<file path="config.mk">
export PLATFORM = sky130hd
export DESIGN_NAME = rrs_apb_regs
export DESIGN_NICKNAME = d
export VERILOG_FILES = /design/src/hw/rtl/rrs_pkg.sv /design/src/hw/rtl/rrs_apb_regs.sv
export SDC_FILE = /design/constraint.sdc
export NUM_CORES = 1
export LEC_CHECK = 0
export BUFFER_PORTS_ARGS = -buffer_cell sky130_fd_sc_hd__buf_4
export CELL_PAD_IN_SITES_DETAIL_PLACEMENT = 1
export CELL_PAD_IN_SITES_GLOBAL_PLACEMENT = 1
export CORE_MARGIN = 2
export CORE_UTILIZATION = 19
export CTS_CLUSTER_DIAMETER = 80
export DETAILED_ROUTE_END_ITERATION = 10
export GPL_TIMING_DRIVEN = 1
export PLACE_DENSITY = 0.74
export RECOVER_POWER = 25
export SYNTH_ARGS = -nofsm -noshare
export SYNTH_HDL_FRONTEND = slang
export SYNTH_SLANG_ARGS = --single-unit
</file>
<file path="constraint.sdc">
create_clock -name clk -period 0.8 [get_ports clk]
set_input_delay 0.08 -clock clk [delete_from_list [all_inputs] [get_ports clk]]
set_output_delay 0.08 -clock clk [all_outputs]
set_load 0.01 [all_outputs]
</file>
<file path="src/hw/rtl/rrs_pkg.sv">
// Shared constants, codes and types for the range add / range sum block.
`timescale 1ns / 1ps

package rrs_pkg;

	localparam int MAX_ELEMENTS = 1024;
	localparam int BLOCK_SIZE   = 32;
	localparam int NUM_BLOCKS   = (MAX_ELEMENTS + BLOCK_SIZE - 1) / BLOCK_SIZE;
	localparam int IDX_W        = $clog2(MAX_ELEMENTS);
	localparam int OFS_W        = $clog2(BLOCK_SIZE);
	localparam int BLK_W        = $clog2(NUM_BLOCKS);
	localparam int CNT_W        = 11;
	localparam int DATA_W       = 64;
	localparam int VALUE_W      = 32;
	localparam int APB_W        = 32;
	localparam int ADDR_W       = 2;

	localparam logic [CNT_W-1:0] CNT_RESET = CNT_W'(MAX_ELEMENTS);
	localparam logic [CNT_W-1:0] CNT_MAX   = CNT_W'(MAX_ELEMENTS);

	localparam logic [ADDR_W-1:0] REG_ELEMENT_COUNT = 2'd0;

	localparam logic [1:0] FUNC_LOAD = 2'd0;
	localparam logic [1:0] FUNC_ADD  = 2'd1;
	localparam logic [1:0] FUNC_SUM  = 2'd2;

	typedef enum logic {
		ALU_ADD = 1'b0,
		ALU_SUB = 1'b1
	} alu_op_t;

	typedef struct packed {
		alu_op_t           op;
		logic [DATA_W-1:0] a;
		logic [DATA_W-1:0] b;
	} alu_req_t;

	typedef struct packed {
		logic              we;
		logic [IDX_W-1:0]  waddr;
		logic [DATA_W-1:0] wdata;
		logic              re;
		logic [IDX_W-1:0]  raddr;
	} ram_req_t;

	typedef struct packed {
		logic [1:0]                func;
		logic [IDX_W-1:0]          first_index;
		logic [IDX_W-1:0]          last_index;
		logic signed [VALUE_W-1:0] value;
	} item_t;

	typedef struct packed {
		logic signed [DATA_W-1:0] range_sum;
		logic                     bad_range;
	} result_t;

endpackage

</file>
<file path="src/hw/rtl/rrs_apb_regs.sv">
// APB configuration register holding the element count.
`timescale 1ns / 1ps

module rrs_apb_regs (
	input  logic                       clk,
	input  logic                       arst_n,
	input  logic                       psel,
	input  logic                       penable,
	input  logic                       pwrite,
	input  logic [rrs_pkg::ADDR_W-1:0] paddr,
	input  logic [rrs_pkg::APB_W-1:0]  pwdata,
	output logic [rrs_pkg::APB_W-1:0]  prdata,
	output logic                       pready,
	output logic [rrs_pkg::CNT_W-1:0]  element_count
);
	import rrs_pkg::*;

	logic [CNT_W-1:0] count_q;

	// The only register is read at address 0; writes do not decode the address, so every write lands on it.
	always_ff @(posedge clk or negedge arst_n) begin
		if (!arst_n) begin
			count_q <= CNT_RESET;
		end else if (psel && penable && pwrite) begin
			count_q <= pwdata[CNT_W-1:0];
		end
	end

	always_comb begin
		prdata = '0;
		if (paddr == REG_ELEMENT_COUNT) begin
			prdata = {{(APB_W-CNT_W){1'b0}}, count_q};
		end
	end

	assign pready        = 1'b1;
	assign element_count = count_q;

endmodule

</file>
# After elaboration in Yosys (flattened, before gate mapping)
# Cells that the tools add are included.
[word_totals]
input_bits = 39
mem_count = 0
ramBits = 0
output_inout_bits = 44
reg_bits = 11
latchBits = 0
rom_bits = 0
wordCells = 5
[op_classes]
mux = 1
n_addsub = 0
n_reduce_logical = 3
n_mul = 0
shift = 0
n_div = 0
n_bitwise = 0
eq_ne = 0
magnitude_cmp = 0
[op_table]
columns = ["operator", "n"]
rows = [
  ["two-way mux 11 bit", 1],
  ["logical AND 1 bit", 2],
  ["zero test 2 bit", 1],
]

# Logic depth before layout (Yosys ltp)
[logic_depth]
ltp_word = 2
depth_mapped = 3
depth_no_buf = 2

# Worst setup path before layout
# Ideal clock, no wire load.
[synth_timing]
kind = "register to output"
from = "register count_q[10] (netlist: element_count[10])"
to = "output port prdata[10] in the netlist's numbering"
n_path_buf = 0
stages_incl_launch_ff = 2
t_arrival_ps = 706
setup_slack_ps = 14
t_required_ps = 720
path_cell_list = "dfstp_2 and2_1"
[synth_between]
elab_chain_len = 1
[synth_rtl]
columns = ["element", "line", "text"]
rows = [
  ["start, declared", "rrs_apb_regs.sv:18", "logic [CNT_W-1:0] count_q;"],
  ["start signal, assigned", "rrs_apb_regs.sv:25", "count_q <= pwdata[CNT_W-1:0];"],
  ["two-way mux 11 bit", "rrs_apb_regs.sv:31", "if (paddr == REG_ELEMENT_COUNT) begin"],
  ["end, declared", "rrs_apb_regs.sv:12", "output logic [rrs_pkg::APB_W-1:0] prdata,"],
]
# No other way between the ends.

# Worst setup path after layout
# Ends and elaborated chain as after synthesis.

==> results.json <==
{
  "status": "complete, but fails checks",
  "violations": "negative setup slack",
  "cp_max_fo": 2,
  "via_count": 572,
  "hold_slack_ns": 0.0738,
  "hp-class": "input port to flip-flop",
  "maxSlewViolCount": 0,
  "fin_crit_sh": 1.32,
  "finalPower_mw": 2.46,
  "cp_slowest_cell": "dfstp_2",
  "post_drt_wl_per_cell_um": 11.7,
  "drv_cap": 0,
  "overflow": 0,
  "slowest_delay_ns": 0.53,
  "die_y_um": 65.1,
  "grt_max_degree": 12,
  "cp-start-kind": "flip-flop",
  "placed_area_um2": 986,
  "root_buffer": "clkbuf_8",
  "fmax_ghz": 0.945,
  "wl_um": 1980,
  "finalHoldViolCount": 0,
  "stdcell_area_mm2": 0.00133,
  "clkTransAtPathRegs_ns": 0.05,
  "crit_arrival_ns": 0.98,
  "h-tree-depth": 1,
  "drt-initial-drc-count": 9,
  "synthSimpleGateAreaFrac": 0.117,
  "fin_ws_ns": -0.258,
  "antenna_left": 0,
  "synth-seq-cells": 11,
  "insertion_delay_ns": 0.23,
  "place.detailed.hpwl_um": 1490,
  "boundaryPins": 83,
  "cts.sinks": 11,
  "synth-compound-area-share": 0,
  "crit_path_end_kind": "output port",
  "cp.buffers_inverters": 1,
  "crit_chain": "and2_4 > buf_6",
  "crit_family": "flip-flops",
  "critical_path_class": "flip-flop to output port",
  "cts_buffers": 3,
  "track_usage": 0.0976,
  "setup_violations": 33,
  "port_buffers": 39,
  "synth-adder-area-share": 0,
  "cts.path.max_buffers": 2,
  "netlist_area_um2": 708,
  "grt_pass1_wl_um": 2970,
  "rsz0062_at_grt": "yes",
  "dieWidth_um": 65.1,
  "area_growth_pct": 87.1,
  "cellPowerDensity_mw_per_mm2": 1860,
  "num_antenna_cells": 0,
  "drc": 0,
  "coreArea_mm2": 0.00363,
  "vias_per_cell": 3.38,
  "layout-drive-gt1-share": 0.711,
  "synth_xor_area_frac": 0,
  "worst_ep_required_time_ns": 0.72,
  "grt_pass1_vias": 617,
  "vdd_drop_max_v": 0.000506,
  "fp.dieArea_mm2": 0.00423,
  "gp_congestion": 0.630,
  "fillers": 422,
  "total_leakage_power_nw": 0.711,
  "min_period_ns": 1.06,
  "yosysSeqAreaShare": 0.390,
  "fp-row-count": 22,
  "synth_top_family_by_area": "buffers and inverters",
  "antenna_found_initial": 0,
  "synth.distinct_cells": 11,
  "synthCells": 61,
  "largest_reg_flops": 11,
  "yosysWarnings": 0,
  "synth_area_per_cell_um2": 11.6,
  "cts_tree": "built",
  "synth_mux_area_frac": 0.228,
  "start_util": 0.195,
  "first_pass_iters": 2,
  "final_nets": 161,
  "skew_ns": 0
}
[path summary, 6_finish.rpt]
check / from / endpoint / slack [ns] / cells after the start
setup reg to reg: element_count[10] / element_count[10] / -0.13 / 3
min in group asynchronous: arst_n / element_count[8] / 0.27 / 2
hold / removal: pwdata[4] / element_count[4] / 0.07 / 2
max in group asynchronous: arst_n / element_count[10] / 0.26 / 2
hold reg to reg: element_count[4] / element_count[4] / 0.61 / 2
setup / recovery: element_count[10] / prdata[10] / -0.26 / 2
[Yosys cell counts]
cell,count,area share
and2_1,11,0.097
mux2_2,1,0.016
conb_1,2,0.011
dfrtp_1,10,0.35
buf_4,22,0.23
dfstp_2,1,0.037
clkbuf_1,1,0.0053
mux2_4,10,0.21
nand3_2,1,0.014
buf_6,1,0.016
nor2_1,1,0.0053
[layer usage]
| metal | routed length, µm | GRT usage | vias to the layer above |
|---|---|---|---|
| met5 | 0 | 0 | - |
| met4 | 0 | 0.0234 | 0 |
| met3 | 159 | 0.0330 | 0 |
| met2 | 1160 | 0.192 | 31 |
| met1 | 658 | 0.0971 | 273 |
| li1 | - | - | 268 |
[report_power, final]
part | switching (mW) | leakage [nW] | internal (mW) | total (mW)
registers | 0.101 | 0.129 | 0.671 | 0.772
logic | 0.352 | 0.559 | 0.779 | 1.13
clock network | 0.206 | 0.0228 | 0.350 | 0.555
[repair_timing]
action,CTS,global route
resized for setup,40,8
setup endpoints to repair,22,33
hold buffers,1,0
setup buffers,13,3
cloned,0,0
pin swaps,4,4
endpoints found under the hold margin,11,0
[metrics by stage]
step	setup slack (ns)	TNS [ns]	cells	utilization
finish	-0.258	-4.52	169	0.365
global route	-0.285	-5.46	169	0.365
CTS	-0.266	-4.33	166	0.351
detailed placement	-0.119	-0.897	148	0.271
global placement	-0.0950	-0.625	148	0.271
floorplan	0.0139	0	81	-
[placed cells by master (no fill, tap or decap)]
| master | Yosys | final |
|---|---|---|
| dfrtp_1 | 10 | 10 |
| buf_4 | 22 | 22 |
| conb_1 | 2 | 22 |
| clkbuf_1 | 1 | 1 |
| nor2_1 | 1 | 1 |
| clkbuf_2 | 0 | 1 |
| nand3_2 | 1 | 1 |
| buf_6 | 1 | 36 |
| clkbuf_8 | 0 | 3 |
| dlygate4sd3_1 | 0 | 1 |
| and2_4 | 0 | 11 |
| dfstp_2 | 1 | 1 |
| mux2_4 | 10 | 11 |
[cells by family after synthesis]
kind of cell	Yosys count
buf+inv	24
simple gates	13
mux	11
flops	11
other cells	2
[final cells by class]
type / count / area (µm²) / area share
tap: 48 / 60.1 / 0.0453
sequential: 11 / 277 / 0.209
clock buffer: 4 / 45.0 / 0.0340
timing repair buffer: 60 / 586 / 0.442
multi-input combinational: 46 / 358 / 0.270
No activity file was read; power rests on OpenSTA's default activity.
