$ cat src/hw/rtl/rrs_pkg.sv
// Shared constants, codes and types for the range add / range sum block.
`timescale 1ns / 1ps

package rrs_pkg;

	localparam int MAX_ELEMENTS = 1024;
	localparam int BLOCK_SIZE   = 32;
	localparam int NUM_BLOCKS   = (MAX_ELEMENTS + BLOCK_SIZE - 1) / BLOCK_SIZE;
	localparam int IDX_W        = $clog2(MAX_ELEMENTS);
	localparam int OFS_W        = $clog2(BLOCK_SIZE);
	localparam int BLK_W        = $clog2(NUM_BLOCKS);
	localparam int CNT_W        = 11;
	localparam int DATA_W       = 64;
	localparam int VALUE_W      = 32;
	localparam int APB_W        = 32;
	localparam int ADDR_W       = 2;

	localparam logic [CNT_W-1:0] CNT_RESET = CNT_W'(MAX_ELEMENTS);
	localparam logic [CNT_W-1:0] CNT_MAX   = CNT_W'(MAX_ELEMENTS);

	localparam logic [ADDR_W-1:0] REG_ELEMENT_COUNT = 2'd0;

	localparam logic [1:0] FUNC_LOAD = 2'd0;
	localparam logic [1:0] FUNC_ADD  = 2'd1;
	localparam logic [1:0] FUNC_SUM  = 2'd2;

	typedef enum logic {
		ALU_ADD = 1'b0,
		ALU_SUB = 1'b1
	} alu_op_t;

	typedef struct packed {
		alu_op_t           op;
		logic [DATA_W-1:0] a;
		logic [DATA_W-1:0] b;
	} alu_req_t;

	typedef struct packed {
		logic              we;
		logic [IDX_W-1:0]  waddr;
		logic [DATA_W-1:0] wdata;
		logic              re;
		logic [IDX_W-1:0]  raddr;
	} ram_req_t;

	typedef struct packed {
		logic [1:0]                func;
		logic [IDX_W-1:0]          first_index;
		logic [IDX_W-1:0]          last_index;
		logic signed [VALUE_W-1:0] value;
	} item_t;

	typedef struct packed {
		logic signed [DATA_W-1:0] range_sum;
		logic                     bad_range;
	} result_t;

endpackage

$ cat src/hw/rtl/rrs_alu.sv
// Shared 64-bit add / subtract unit used by the arithmetic steps of the sequencer.
`timescale 1ns / 1ps

module rrs_alu (
	input  rrs_pkg::alu_req_t          req,
	output logic [rrs_pkg::DATA_W-1:0] y
);
	import rrs_pkg::*;

	always_comb begin
		unique case (req.op)
			ALU_ADD: y = req.a + req.b;
			ALU_SUB: y = req.a - req.b;
			default: y = req.a + req.b;
		endcase
	end

endmodule

$ cat config.mk
export PLATFORM = sky130hd
export DESIGN_NAME = rrs_alu
export DESIGN_NICKNAME = d
export VERILOG_FILES = /design/src/hw/rtl/rrs_pkg.sv /design/src/hw/rtl/rrs_alu.sv
export SDC_FILE = /design/constraint.sdc
export NUM_CORES = 1
export LEC_CHECK = 0
export BUFFER_PORTS_ARGS = -buffer_cell sky130_fd_sc_hd__buf_4
export CAP_MARGIN = 20
export CORE_MARGIN = 2
export CORE_UTILIZATION = 45
export DETAILED_ROUTE_END_ITERATION = 7
export PLACE_DENSITY = 0.86
export SYNTH_ARGS = -nofsm -noshare
export SYNTH_HDL_FRONTEND = slang
export SYNTH_SLANG_ARGS = --single-unit
$ cat constraint.sdc
create_clock -name vclk -period 8.28
set_input_delay 2.07 -clock vclk [all_inputs]
set_output_delay 2.07 -clock vclk [all_outputs]
set_load 0.05 [all_outputs]
# --- After elaboration in Yosys (flattened, before gate mapping) ---
# Index checks and enable logic that the tools add are counted.
op_classes:
  add_sub_neg: 2
  n_mux: 1
  bitwise_logic: 1
op_table:
  columns: ["cell", "n"]
  rows:
  - ["case mux 64 bit (2 select lines)", 1]
  - ["adder 64 bit", 1]
  - ["subtractor 64 bit", 1]
  - ["inverter 1 bit", 1]
totals:
  reg_bits: 0
  output_inout_bits: 64
  word_cells: 4

# --- Longest topological paths before layout ---
# Gate-level depths: netlist of run 1.
depth:
  ltp_word: 2
  depth_mapped: 21
  ltp_nobuf: 20

# --- Worst setup path before layout of run 1 ---
# OpenSTA, ideal clock, no wires.
synth_path:
  path_kind: "input to output"
  start: "input port req[15] (netlist name)"
  end: "output port y[62] (netlist name)"
  arrival_ps: 7830
  required_ps: 6210
  path_slack_ps: -1620
  path_stages: 18
  path_buffers: 1
  cell_sequence: "or4_4 nor4_4 nor3b_1 and2_0 nor2b_1 nor2_1 xnor2_1 ha_1 clkbuf_1 nand4_1 nor2_1 a41oi_1 a31oi_1 nor3_1 a21o_1 a21oi_1 mux2i_1 a2111oi_0"
synth_between:
  elab_chain_cells: 2
  elab_cells_between_ends: 3
synth_rtl:
  columns: ["item", "line_no", "text"]
  rows:
  - ["start, declared", "rrs_alu.sv:5", "input rrs_pkg::alu_req_t req,"]
  - ["subtractor 64 bit / adder 64 bit (equally long branches)", null, null]
  - ["case mux 64 bit (2 select lines) *", "rrs_alu.sv:11", "unique case (req.op)"]
  - ["end, declared", "rrs_alu.sv:6", "output logic [rrs_pkg::DATA_W-1:0] y"]
# Every way passes the cells marked *; elsewhere a longest branch is shown, timed or not.

# --- Worst setup path after layout of run 1 ---
# Same ends and word-level chain as after synthesis.

==> results of run 1 <==
==> cell families (layout without fill, tap and decap cells) <==
kind of cell               Yosys count  after routing  share of synthesized area
AOI/OAI and AO/OA                  259            259                      0.315
and+or+nand+nor                    286            286                      0.268
adders and majority gates           65             65                      0.158
muxes                                2              2                    0.00385
buffers and inverters               65            407                     0.0483
xor gates and xnor gates           123            123                      0.207
==> per-stage QoR <==
step / util / setup slack (ns) / hold slack, ns / instances
after floorplan: - / -0.286 / 4.43 / 800
after global placement: 0.709 / -0.209 / 4.56 / 1272
after detailed placement: 0.709 / -0.287 / 4.57 / 1272
after CTS: 0.713 / 0.000560 / 4.57 / 1272
after global routing: 0.760 / -0.152 / 4.61 / 1285
final: 0.760 / 0.00933 / 4.56 / 1285
==> layer usage <==
metal | part of all wire | wire, microns | GRT usage
met5 | 0 | 0 | 0
met4 | 0.046 | 1060 | 0.107
met3 | 0.089 | 2030 | 0.0234
met2 | 0.48 | 11000 | 0.565
met1 | 0.38 | 8650 | 0.400
==> placed cells by master, fill, tap and decap left out, types with 17 or more instances in the layout <==
| cell type | instances |
|---|---|
| nand4_1 | 18 |
| xor2_1 | 27 |
| buf_4 | 361 |
| inv_1 | 33 |
| nor2_1 | 79 |
| a21oi_1 | 82 |
| a31oi_1 | 17 |
| nand2_1 | 69 |
| a21oi_2 | 18 |
| xnor2_1 | 79 |
| o21ai_0 | 26 |
| nor3_1 | 27 |
| ha_1 | 59 |
| a21o_1 | 24 |
==> critical path, stage by stage <==
cell and delay (ns):
buf_6 0.09, or4_4 0.54, nor4_4 0.16, nor3b_4 0.23
buf_4 0.15, and2_4 0.14, buf_6 0.11, a31oi_2 0.11
xnor2_1 0.19, ha_1 0.39, nand2_1 0.13, o21a_1 0.24
a2bb2oi_2 0.16, a31oi_2 0.26, nor3_1 0.09, a21o_4 0.26
a21oi_2 0.16, mux2i_1 0.10, a2111oi_2 0.33, buf_4 0.25
==> layout make-up <==
cell class,instances,share of cell area
multi-input cells,735,0.634
repair buffers,374,0.331
well taps,143,0.0207
inverters,33,0.0143
==> synthesized netlist by cell type, drive strengths merged (6+ instances only) <==
cell and number:
a21o 25, a21oi 100, a31oi 21, and2 11, and3 6, clkbuf 28
ha 64, inv 33, nand2 70, nand2b 8, nand3 16, nand4 18
nor2 85, nor3 30, nor4 15, o211ai 11, o21a 12, o21ai 39
o21bai 14, or3 9, xnor2 92, xor2 31
==> report_power, final <==
part           total, mW  internal (mW)  switching, mW  leakage (nW)
registers              0              0              0             0
clock network          0              0              0             0
logic               1.41          0.548          0.860          4.00
==> worst max path at each step <==
stage               slack, ns  cells past startpoint     from    end
CTS                    0.0006                     21  req[15]  y[62]
global placement        -0.21                     20  req[15]  y[60]
floorplan               -0.29                     18  req[15]  y[62]
detailed placement      -0.29                     20  req[15]  y[60]
global route            -0.15                     19  req[33]  y[60]
finish                  0.009                     20  req[15]  y[62]
==> repair_timing <==
| action | in CTS | in global routing |
|---|---|---|
| pin swaps | 5 | 40 |
| setup endpoints to repair | 12 | 25 |
| resized for setup | 13 | 100 |
| setup buffers | 0 | 14 |
| hold buffers | 0 | 0 |
==> run_results.csv, run 1 <==
group,metric,value,unit
timing,setup_tns,0,ns
global_routing,track_usage,0.316,
final_layout,diodes,0,
routing,antenna_left,0,
final_layout,fill_cells,810,
final_layout,regArea,0,sq um
pwr,power-per-cell-area,163,nW/um^2
final_layout,clock_buffers,0,
pwr,fin_total_pwr,1.41,mW
routing,drt_first_pass_iters,8,
routing,drt_iter0_drc,737,
timing,post-route-min-period,8.27,ns
die,core_area,11400,sq um
timing,timing.final.crit_share,0.999,
synthesis,postSynthCellCount,800,
timing,max_freq,121,MHz
run,maxCapViolCount,0,
final_layout,areaGrowthSynthToFinish,66.0,%
synthesis,syn_area,5200,sq um
placement,io_buffers,193,
critical_path,critical_path_class,"in2out",
global_routing,overflow,0,
routing,vias_per_cell,6.06,
synthesis,ys_warn_count,0,
synthesis,syn_nets,994,
timing,final_hold_viol_count,0,
final_layout,drive_gt1_frac,0.413,
final_layout,nFlopsAndLatches,0,
critical_path,cp-start-kind,"input port",
placement,dp_hpwl,18000,microns
min_path,hold_start,"req[0]",
pwr,vdd_ir_drop_max,149,uV
routing,routed_wl,22800,microns
critical_path,cp-end-kind,"output port",
global_routing,grt_pass1_wl,33100,microns
global_routing,grt_pass1_vias,7100,
synthesis,yosys.area.top_type,"xnor2_1",
routing,vias,7783,
run_status,outcome,"finished, final reports clean",
timing,worst_slew_pin_slew,0.598,ns
routing,drc_errors,0,
synthesis,synth_cell_types,59,
critical_path,worstPathMaxFanout,5,
die,rows,39,
timing,rsz0062_at_grt,"yes",
critical_path,cp.required,6.21,ns
global_routing,antenna_found_initial,0,
timing,drv_slew,0,
final_layout,multi_input_area,5480,sq um
min_path,hp-class,"in2out",
synthesis,yosys-top-cells-area,"xnor2_1, ha_1, a21oi_1, nor2_1, xor2_1",
final_layout,final_area,8640,sq um
min_path,worstHoldPathCells,4,
synthesis,synth_top_area_share,0.155,
synthesis,avgSynthCellArea,6.50,sq um
placement,routabilityCongestion,1.00,
final_layout,fin_nets,1338,
die,io_pins,193,
die,initial_core_util,0.458,
timing,setup_violations,0,
die,die_w,112,microns
die,die_y,112,microns
global_routing,grt_max_degree,38,
min_path,hold_end,"y[0]",
die,dieArea,12400,sq um
synthesis,yosysSeqAreaShare,0,
critical_path,arrival,6.20,ns
timing,slew_headroom,0.597,
placement,postPlaceCellArea,8070,sq um
pwr,p_leak,4.00,nW
routing,wl_per_cell,17.7,microns
Note: power is estimated with default switching activity, not from simulation.
==> inputs of run 2 (changes only) <==
--- a/config.mk
+++ b/config.mk
@@ -5,12 +5,15 @@
 export SDC_FILE = /design/constraint.sdc
 export NUM_CORES = 1
 export LEC_CHECK = 0
+export ABC_AREA = 1
 export BUFFER_PORTS_ARGS = -buffer_cell sky130_fd_sc_hd__buf_4
 export CAP_MARGIN = 20
+export CELL_PAD_IN_SITES_DETAIL_PLACEMENT = 0
+export CELL_PAD_IN_SITES_GLOBAL_PLACEMENT = 1
 export CORE_MARGIN = 2
-export CORE_UTILIZATION = 45
+export CORE_UTILIZATION = 36
 export DETAILED_ROUTE_END_ITERATION = 7
-export PLACE_DENSITY = 0.86
+export PLACE_DENSITY = 0.95
 export SYNTH_ARGS = -nofsm -noshare
 export SYNTH_HDL_FRONTEND = slang
 export SYNTH_SLANG_ARGS = --single-unit
==> run 2 against run 1 <==
- hold slack worse by 0.015 ns
- combinational power is 13% lower
- non-clock buffer count is 179 lower
- die area is 94% higher
- first-iteration DRC count is 0.81% higher
- critical path type unchanged
- critical endpoint is now y[30]
- largest cell class unchanged
==> run_results.csv, run 2 <==
group,metric,value,unit
timing,final_hold_viol_count,0,
synthesis,postSynthCellCount,1787,
run,maxCapViolCount,0,
global_routing,grtUsageMet1,0.380,
final_layout,nFlopsAndLatches,0,
synthesis,yosys-top-cells-area,"nand2_1, inv_1, nor2_1, ha_1, xor2_1",
placement,dp_hpwl,31100,microns
synthesis,synth_top_family_by_area,"simple AND/OR/NAND/NOR gates",
synthesis,synth_cell_types,38,
timing,setup_tns,0,ns
routing,vias,10900,
clock_network,hold_buffers,0,
routing,drt_iter0_drc,743,
pwr,p_leak,6.42,nW
die,io_pins,193,
critical_path,cp-start-kind,"input port",
final_layout,fin_nets,2170,
final_layout,diodes,0,
timing,rsz0062_at_grt,"no",
run_status,outcome,"finished, final reports clean",
pwr,power-per-cell-area,122,nW/um^2
final_layout,utilization,0.444,
global_routing,grt_pass1_wl,52000,microns
final_layout,multi_input_area,6660,sq um
min_path,hp-class,"in2out",
timing,max_freq,129,MHz
placement,routabilityCongestion,1.02,
final_layout,layout_common_cells,"nand2_1, inv_1, nor2_1, buf_4, nand3_1",
critical_path,crit_start,"req[0]",
critical_path,critical_path_class,"in2out",
synthesis,synth_top_area_share,0.346,
final_layout,clock_buffers,0,
global_routing,grt_use_met3,0.0123,
final_layout,regArea,0,sq um
global_routing,track_usage,0.274,
timing,fin_ws,0.544,ns
synthesis,synthXorXnorAreaFrac,0.0892,
die,initial_core_util,0.365,
synthesis,yosysSeqAreaShare,0,
placement,io_buffers,193,
timing,slew_headroom,0.671,
synthesis,synthAdderAreaFrac,0.0995,
final_layout,drive_gt1_frac,0.119,
synthesis,yosysMostFrequentCell,"nand2_1",
pwr,vdd_ir_drop_max,95.6,uV
die,dieArea,24100,sq um
synthesis,synth_mux_area_frac,0,
global_routing,overflow,0,
synthesis,yosys.area.top_type,"nand2_1",
timing,post-route-min-period,7.74,ns
synthesis,avgSynthCellArea,4.61,sq um
timing,setup_violations,0,
global_routing,grt_pass1_vias,10100,
routing,drc_errors,0,
timing,worst_slew_pin_slew,0.491,ns
critical_path,worstPathMaxFanout,7,
timing,drv_slew,0,
critical_path,crit_end,"y[30]",
clock_network,cts_resized,0,
routing,antenna_left,0,
routing,drt_first_pass_iters,5,
synthesis,synth-simple-area-share,0.560,
die,die_w,155,microns
pwr,fin_total_pwr,1.22,mW
synthesis,yosys-top-cells-count,"nand2_1, inv_1, nor2_1",
routing,vias_per_cell,4.82,
final_layout,areaGrowthSynthToFinish,21.7,%
die,core_area,22600,sq um
clock_network,cts_setup_buffers,0,
synthesis,syn_area,8250,sq um
timing,timing.final.crit_share,0.934,
synthesis,ys_warn_count,0,
global_routing,antenna_found_initial,0,
min_path,hold_start,"req[0]",
final_layout,final_common_cell,"nand2_1",
final_layout,fill_cells,2702,
die,rows,55,
critical_path,arrival,5.67,ns
critical_path,cp-end-kind,"output port",
global_routing,busiest_layer,"met2",
synthesis,synth-compound-area-share,0.0593,
critical_path,cp.required,6.21,ns
placement,pre_cts_slack,0.690,ns
routing,wl_per_cell,15.1,microns
global_routing,grt_max_degree,37,
die,die_y,155,microns
synthesis,syn_nets,1981,
global_routing,grtUsageMet2,0.464,
routing,routed_wl,34200,microns
## run 2: report_power, final
group / internal [mW] / switching, mW
Combinational: 0.361 / 0.860
Sequential: 0 / 0
Clock: 0 / 0
Total: 0.361 / 0.860
## run 2: how the worst min path moves through the flow
stage | cells after the start | slack (ns) | end
2_1_floorplan | 2 | 4.43 | y[0]
3_3_place_gp | 4 | 4.55 | y[0]
3_5_place_dp | 4 | 4.55 | y[0]
4_1_cts | 4 | 4.55 | y[0]
5_1_grt | 4 | 4.57 | y[0]
6_report | 4 | 4.55 | y[0]
## run 2: area by class of cell
class / count / share of cell area
multi-input combinational: 1366 / 0.664
inverter: 413 / 0.155
tap: 285 / 0.0355
timing repair buffer: 195 / 0.146
## run 2: stage by stage
| stage | hold WS, ns | std cells | cell area [sq um] |
|---|---|---|---|
| finish | 4.55 | 2259 | 10000 |
| global route | 4.57 | 2259 | 10000 |
| CTS | 4.55 | 2259 | 10000 |
| detailed placement | 4.55 | 2259 | 10000 |
| global placement | 4.55 | 2259 | 10000 |
| floorplan | 4.43 | 1787 | 8250 |
## run 2: critical path: stages
cell	delay, ns
buf_4	0.11
inv_1	0.10
ha_1	0.25
nand3_2	0.17
nor2_8	0.22
nand2_4	0.08
o21ai_4	0.16
nand2_1	0.10
nor2_1	0.14
xor2_1	0.30
ha_1	0.25
nand2_1	0.13
nor2_1	0.16
inv_1	0.10
nor2_1	0.25
a21oi_1	0.11
nand2_1	0.33
xor2_1	0.36
buf_4	0.27
## run 2: routing by layer
| layer | vias to the layer above | part of all wire |
|---|---|---|
| met2 | 365 | 0.45 |
| met3 | 44 | 0.062 |
| li1 | 5670 | - |
| met1 | 4803 | 0.46 |
| met5 | - | 0 |
| met4 | 0 | 0.029 |
## run 2: kinds of logic (layout without fill, tap and decap cells)
kind of cell,count (synthesis),count (layout)
simple gates,1128,1128
buf+inv,421,608
compound gates,89,89
xor+xnor,84,84
fa+ha+maj,65,65
